==> config.mk <==
export PLATFORM = sky130hd
export DESIGN_NAME = tamd_ctrl
export DESIGN_NICKNAME = d
export VERILOG_FILES = /design/src/rtl/tamd_pkg.sv /design/src/rtl/tamd_ctrl.sv
export SDC_FILE = /design/constraint.sdc
export NUM_CORES = 1
export LEC_CHECK = 0
export BUFFER_PORTS_ARGS = -buffer_cell sky130_fd_sc_hd__buf_2
export CORE_MARGIN = 3
export CORE_UTILIZATION = 45
export DETAILED_ROUTE_END_ITERATION = 8
export PLACE_DENSITY = 0.77
export SYNTH_ARGS = -nofsm -noshare
export SYNTH_HDL_FRONTEND = slang
export SYNTH_SLANG_ARGS = --single-unit
==> constraint.sdc <==
create_clock -name clock -period 1.7 [get_ports clock]
set_input_delay 0.255 -clock clock [delete_from_list [all_inputs] [get_ports clock]]
set_output_delay 0.255 -clock clock [all_outputs]
set_load 0.03 [all_outputs]
==> src/rtl/tamd_pkg.sv <==
// Shared types, constants and codes of the terrain alpha map decoder.
`default_nettype none

package tamd_pkg;

   // Map geometry.
   localparam int unsigned MAP_SIDE      = 64;
   localparam int unsigned MAP_CELLS     = MAP_SIDE * MAP_SIDE;
   localparam int unsigned ADDR_W        = $clog2(MAP_CELLS);
   localparam int unsigned POS_W         = $clog2(MAP_CELLS + 1);
   localparam int unsigned EDGE_W        = $clog2(2 * MAP_SIDE);
   localparam int unsigned ROW_SRC_BASE  = (MAP_SIDE - 2) * MAP_SIDE;
   localparam int unsigned ROW_DST_BASE  = (MAP_SIDE - 1) * MAP_SIDE;

   // Field widths.
   localparam int unsigned FUNC_W     = 2;
   localparam int unsigned PIX_W      = 8;
   localparam int unsigned INDEX_W    = 12;
   localparam int unsigned FILLED_W   = 13;
   localparam int unsigned COUNT_W    = 7;
   localparam int unsigned MODE_W     = 2;
   localparam int unsigned CSR_IDX_W  = 2;
   localparam int unsigned CSR_DATA_W = 2;

   // Bit of a run-length header that selects a fill run.
   localparam int unsigned FILL_BIT = 7;

   // Request functions.
   localparam logic [FUNC_W-1:0] FUNC_DECODE = 2'd0;
   localparam logic [FUNC_W-1:0] FUNC_READ   = 2'd1;
   localparam logic [FUNC_W-1:0] FUNC_WRITE  = 2'd2;
   localparam logic [FUNC_W-1:0] FUNC_CLEAR  = 2'd3;

   // Decode modes; the fourth code ignores decode words.
   localparam logic [MODE_W-1:0] MODE_NIBBLE = 2'd0;
   localparam logic [MODE_W-1:0] MODE_RAW    = 2'd1;
   localparam logic [MODE_W-1:0] MODE_RLE    = 2'd2;

   // Configuration register indexes.
   localparam logic [CSR_IDX_W-1:0] CSR_DECODE_MODE = 2'd0;
   localparam logic [CSR_IDX_W-1:0] CSR_EDGE_FIX    = 2'd1;

   typedef enum logic [1:0] {
      PH_HEADER = 2'd0,
      PH_FILL   = 2'd1,
      PH_COPY   = 2'd2
   } phase_type;

   typedef enum logic [1:0] {
      PUT_BYTE   = 2'd0,
      PUT_NIB_LO = 2'd1,
      PUT_NIB_HI = 2'd2
   } put_sel_type;

   typedef enum logic [3:0] {
      ST_RESET_CLEAR,
      ST_IDLE,
      ST_EXEC,
      ST_NIB_HI,
      ST_FILL,
      ST_FINISH,
      ST_READ_WAIT,
      ST_CMD_CLEAR,
      ST_EDGE_RD,
      ST_EDGE_WR
   } ctrl_state_type;

   typedef struct packed {
      logic        latch;
      logic        clear_init;
      logic        clear_step;
      logic        put;
      put_sel_type put_sel;
      logic        hdr_load;
      logic        fill_step;
      logic        fill_zero;
      logic        copy_step;
      logic        ovf_set;
      logic        check_done;
      logic        pix_read;
      logic        pix_write;
      logic        edge_rd;
      logic        edge_wr;
      logic        respond;
      logic        respond_pix;
   } ctrl_cmd_type;

   typedef struct packed {
      logic [FUNC_W-1:0] func;
      logic [MODE_W-1:0] mode;
      phase_type         phase;
      logic              run_zero;
      logic              run_one;
      logic              done;
      logic              done_due;
      logic              edge_fix;
      logic              clr_last;
      logic              edge_last;
   } ctrl_status_type;

endpackage

`default_nettype wire

==> src/rtl/tamd_ctrl.sv <==
// Controller state machine of the terrain alpha map decoder.
`default_nettype none

module tamd_ctrl (
   input  wire logic                      clock,
   input  wire logic                      reset,
   input  wire logic                      start,
   output logic                           busy,
   input  wire tamd_pkg::ctrl_status_type status,
   output tamd_pkg::ctrl_cmd_type         cmd
);

   import tamd_pkg::*;

   ctrl_state_type state_ff;
   ctrl_state_type state_in;

   always_ff @(posedge clock) begin
      if (reset) begin
         state_ff <= ST_RESET_CLEAR;
      end else begin
         state_ff <= state_in;
      end
   end

   always_comb begin
      state_in = state_ff;
      cmd      = '0;
      busy     = (state_ff != ST_IDLE);
      case (state_ff)
         ST_RESET_CLEAR: begin
            cmd.clear_step = 1'b1;
            if (status.clr_last) begin
               state_in = ST_IDLE;
            end
         end
         ST_IDLE: begin
            if (start) begin
               cmd.latch = 1'b1;
               state_in  = ST_EXEC;
            end
         end
         ST_EXEC: begin
            case (status.func)
               FUNC_READ: begin
                  cmd.pix_read = 1'b1;
                  state_in     = ST_READ_WAIT;
               end
               FUNC_WRITE: begin
                  cmd.pix_write = 1'b1;
                  cmd.respond   = 1'b1;
                  state_in      = ST_IDLE;
               end
               FUNC_CLEAR: begin
                  cmd.clear_init = 1'b1;
                  state_in       = ST_CMD_CLEAR;
               end
               default: begin
                  if (status.done) begin
                     cmd.ovf_set = 1'b1;
                     cmd.respond = 1'b1;
                     state_in    = ST_IDLE;
                  end else begin
                     case (status.mode)
                        MODE_NIBBLE: begin
                           cmd.put     = 1'b1;
                           cmd.put_sel = PUT_NIB_LO;
                           state_in    = ST_NIB_HI;
                        end
                        MODE_RAW: begin
                           cmd.put     = 1'b1;
                           cmd.put_sel = PUT_BYTE;
                           state_in    = ST_FINISH;
                        end
                        MODE_RLE: begin
                           case (status.phase)
                              PH_FILL: begin
                                 if (status.run_zero) begin
                                    cmd.fill_zero = 1'b1;
                                    cmd.respond   = 1'b1;
                                    state_in      = ST_IDLE;
                                 end else begin
                                    cmd.put       = 1'b1;
                                    cmd.put_sel   = PUT_BYTE;
                                    cmd.fill_step = 1'b1;
                                    state_in      = status.run_one ? ST_FINISH : ST_FILL;
                                 end
                              end
                              PH_COPY: begin
                                 cmd.put       = 1'b1;
                                 cmd.put_sel   = PUT_BYTE;
                                 cmd.copy_step = 1'b1;
                                 state_in      = ST_FINISH;
                              end
                              default: begin
                                 cmd.hdr_load = 1'b1;
                                 cmd.respond  = 1'b1;
                                 state_in     = ST_IDLE;
                              end
                           endcase
                        end
                        default: begin
                           cmd.respond = 1'b1;
                           state_in    = ST_IDLE;
                        end
                     endcase
                  end
               end
            endcase
         end
         ST_NIB_HI: begin
            cmd.put     = 1'b1;
            cmd.put_sel = PUT_NIB_HI;
            state_in    = ST_FINISH;
         end
         ST_FILL: begin
            cmd.put       = 1'b1;
            cmd.put_sel   = PUT_BYTE;
            cmd.fill_step = 1'b1;
            if (status.run_one) begin
               state_in = ST_FINISH;
            end
         end
         ST_FINISH: begin
            cmd.check_done = 1'b1;
            if (status.done_due && status.mode == MODE_NIBBLE && status.edge_fix) begin
               state_in = ST_EDGE_RD;
            end else begin
               cmd.respond = 1'b1;
               state_in    = ST_IDLE;
            end
         end
         ST_READ_WAIT: begin
            cmd.respond     = 1'b1;
            cmd.respond_pix = 1'b1;
            state_in        = ST_IDLE;
         end
         ST_CMD_CLEAR: begin
            cmd.clear_step = 1'b1;
            if (status.clr_last) begin
               cmd.respond = 1'b1;
               state_in    = ST_IDLE;
            end
         end
         ST_EDGE_RD: begin
            cmd.edge_rd = 1'b1;
            state_in    = ST_EDGE_WR;
         end
         ST_EDGE_WR: begin
            cmd.edge_wr = 1'b1;
            if (status.edge_last) begin
               cmd.respond = 1'b1;
               state_in    = ST_IDLE;
            end else begin
               state_in = ST_EDGE_RD;
            end
         end
         default: begin
            state_in = ST_IDLE;
         end
      endcase
   end

endmodule

`default_nettype wire

Word-level counts from Yosys, hierarchy flattened:

Index checks and enable logic that the tools add are counted.

* register bits: 4
* output and inout bits: 19
* word-level logic and storage cells: 79

* equal/unequal tests: 20
* muxes and demuxes: 48
* reduce and logical (&&, ||, !) cells: 10

Operators by type and width (number)
* 4-bit one-hot mux with 8 select lines: 1
* 4-bit two-way mux: 7
* 4-bit one-hot mux with 3 select lines: 2
* 1-bit two-way mux: 22
* 3-bit one-hot mux with 3 select lines: 2
* 4-bit by 3-bit == test with 1-bit output, second input constant: 4
* 3-bit one-hot mux with 2 select lines: 2
* 3-bit two-way mux: 3
* 2-bit == test, second input constant: 4
* 4-bit by 2-bit == test with 1-bit output, second input constant: 2
* 4-bit == test, second input constant: 2
* 8-bit two-way mux: 1
* 1-bit one-hot mux with 2 select lines: 4
* 2-bit OR reduction: 4
* 7-bit two-way mux: 1
* 2-bit by 1-bit == test with 1-bit output, second input constant: 3
* 1-bit one-hot mux with 5 select lines: 1
* 4-bit by 1-bit == test with 1-bit output, second input constant: 1
* 4-bit zero test: 1
* 2-bit two-way mux: 2
* 2-bit != test, second input constant: 2
* 4-bit by 1-bit != test with 1-bit output, second input constant: 1
* 3-bit AND reduction: 1
* 3-bit OR reduction: 1
* other kinds (3): 4

Logic depth before layout (Yosys ltp):

* word-level depth: 7
* depth in mapped cells: 7
* depth with buffers taken out: 7

Worst setup path before layout:

Ideal clock, no wire load.

* kind: reg2out
* start point: register state_ff[2]
* end point: output cmd[7] (netlist bit)
* arrival time: 1.712 ns
* slack: -0.267 ns
* cell stages (with the launch flop): 5
* buffers on the path: 1
* cells stage by stage: dfxtp_1 -> buf_6 -> nor4b_4 -> nand2b_1 -> nor3b_1

RTL lines
* start: declaration: RTL line tamd_ctrl.sv:15 `ctrl_state_type state_ff;`
* start signal: assignment: RTL line tamd_ctrl.sv:22 `state_ff <= state_in;`
* end: declaration: RTL line tamd_ctrl.sv:10 `output tamd_pkg::ctrl_cmd_type cmd`

==> metrics <==
arrival time of the worst setup path=1600 ps; CTS max path bufs=2; violated checks=setup timing; Post-synth EDFFs=0; final net count=166; Largest Register=state_ff; layout cells sized above 1=51.72%; cts-stage hold buffer count=0; First-pass DRT Iterations=4; fin. max-slew vios=0; Synth Area in Compound Gates=34.57%; reg2reg end=state_ff[1]; Slew Limit Headroom=73.58%; Setup TNS Final=-957.5 ps; Clock Skew=0.8241 ps; Critical Path Start=state_ff[3]; adder-cell area share of the yosys netlist=5.291%; FF+latch area=82.58 µm²; Syn Area/Cell=7.024 µm²; DR iter-0 viols=40; Setup crit start kind=register; I/O Buffers=34; DIE AREA=2089 µm²; antenna viol nets, final=0; vias per cell=5.956; Hold Fails Final Rpt=0; Mapped Area=709.4 µm²; Primary FF master, synth=dfxtp_1; reg-to-reg startpoint=state_ff[0]; max_cap viols=0; RSZ-0062 raised after global routing=true; fillers=93; wire per inst=15.09 µm; fin crit share=109.2%; fmax=0.5385 GHz; Die Width=45.71 µm; pre-CTS setup slack=11.49 ps; total power=945.2 µW; Largest register FFs=4; Crit Path Category=register to primary output; syn_nets=120; initial antenna violation count=0; Multi-input gate area=636.9 µm²; Worst Path Max Fanout=3; pin count of the biggest net entering global routing=15; Core Footprint=1383 µm²; worst setup margin=-156.9 ps; leakage=0.0005526 µW; Sink Count=4; Die Ht=45.71 µm; status=finished, violations left; H-tree depth=1; Simple-Gate Fraction of Synth Area=35.80%; FF-to-FF setup slack=90 ps; GPL Wtd Cong=0.8677; Setup violations, final=11; post-synthesis register bit count=4; main combinational cell family by area after synthesis=simple AND/OR/NAND/NOR gates; post-synth cell types=43; cell count after synthesis=101; Clock transition at path regs=40 ps; PD cells=842.2 nW/µm²; grt ovf=0; vias=953; FFs w/ async S/R, synth=0%; crit path capture=cmd[1]; Ys Warns=0; largest registers=state_ff (4); CTS Buf Count=3; Hold Crit Class=primary input to register; Synth Area in XOR/XNOR=1.235%; min cycle time layout=1857 ps; Worst Reg2Reg Path Length in Cells=6; Rows=13; CTS tree=built; crit end category=primary output; Root Driver=clkbuf_4; worst-margin pin slew=386.3 ps; HPWL Detailed=1.765 mm; WP data required=1440 ps; sequential area share after synthesis=11.29%; GR Util All Layers=24.94%; first-pass GRT wire length=3.822 mm; Initial Util=51.31%; ant diodes=0; Layout area overhead=58.20%; # DRC=0; placed insts=156; post-synthesis mux area share=0%; WL final=2.414 mm; Worst-Skew Late Latency=250 ps; IO Count=35; Finished Layout Cells=160; vias in the first global route=838; peak supply drop=0.0004938 V
==> per-stage QoR <==
| step | utilization (%) | instance area [µm²] | hold WS [ps] |
|---|---|---|---|
| final | 81.18 | 1122 | 244.4 |
| after global routing | 81.18 | 1122 | 250.7 |
| after CTS | 77.92 | 1077 | 236.6 |
| after detailed placement | 69.77 | 964.7 | 495.3 |
| after global placement | 69.77 | 964.7 | 495.1 |
| after floorplan | - | 735.7 | 317.4 |
==> critical path, stage by stage (launching register included) <==
cell and delay [ps]:
dfxtp_2 320, nor4b_4 370, buf_4 200, nand2b_4 60, a21oi_2 120, a221o_1 150, buf_6 130
==> cell usage in the layout (no fill, tap or decap), drive strengths merged, types with 3 or more instances in the layout <==
| cell type | count |
|---|---|
| ha | 3 |
| buf | 46 |
| nor3 | 4 |
| o21ai | 7 |
| dfxtp | 4 |
| nand2 | 12 |
| clkbuf | 3 |
| a21oi | 6 |
| nor2 | 14 |
| inv | 11 |
| nand2b | 3 |
==> timing repair <==
action / 4_1_cts / 5_1_grt
endpoints found under the hold margin: 0 / 0
cloned: 0 / 0
pin swaps: 1 / 4
gates resized for setup: 24 / 14
setup buffers: 1 / 0
endpoints found under the setup margin: 11 / 15
==> where the power goes <==
group | internal [µW] | total, µW | switching, µW
registers | 111 | 128 | 16.6
clock network | 79.8 | 131 | 51.2
logic | 296 | 686 | 391
==> cells in the mapped netlist, types with 2 or more instances <==
| cell type | instances | share of area, % |
|---|---|---|
| inv_1 | 11 | 5.8 |
| o22ai_1 | 2 | 1.8 |
| o211ai_1 | 2 | 2.1 |
| a32oi_1 | 2 | 2.5 |
| dfxtp_1 | 4 | 11 |
| nor3_1 | 4 | 2.8 |
| buf_6 | 3 | 4.8 |
| a21oi_1 | 5 | 3.5 |
| nand2_1 | 12 | 6.3 |
| ha_1 | 3 | 5.3 |
| nand2b_1 | 3 | 2.6 |
| and2_1 | 2 | 1.8 |
| nor2_1 | 13 | 6.9 |
| o21ai_0 | 5 | 3.5 |
| o21ai_1 | 2 | 1.4 |
==> logic make-up after synthesis <==
kind of cell,Yosys count
and+or+nand+nor,46
AOI/OAI and AO/OA,31
buffers and inverters,16
DFF,4
adders and majority gates,3
xor gates and xnor gates,1
==> cell type report <==
class | instances | area share [%]
clock buffer | 3 | 2.007
multi-input combinational | 81 | 56.74
timing repair buffer | 46 | 28.54
inverter | 11 | 3.679
tap | 15 | 1.672
sequential | 4 | 7.358
==> layer usage <==
layer  part of all wire (%)  track usage, %
met1                     44           33.96
met2                     46           38.72
met3                    7.2           5.138
met4                    2.2           8.523
met5                      0               0
==> how the worst min path moves through the flow <==
stage	start	to	depth (start not counted)
after floorplan	reset	state_ff[1]	1
after global placement	reset	state_ff[1]	2
after detailed placement	reset	state_ff[1]	2
after CTS	reset	state_ff[1]	2
after global routing	reset	state_ff[1]	2
final	reset	state_ff[3]	2
No activity file was read; power rests on OpenSTA's default activity.
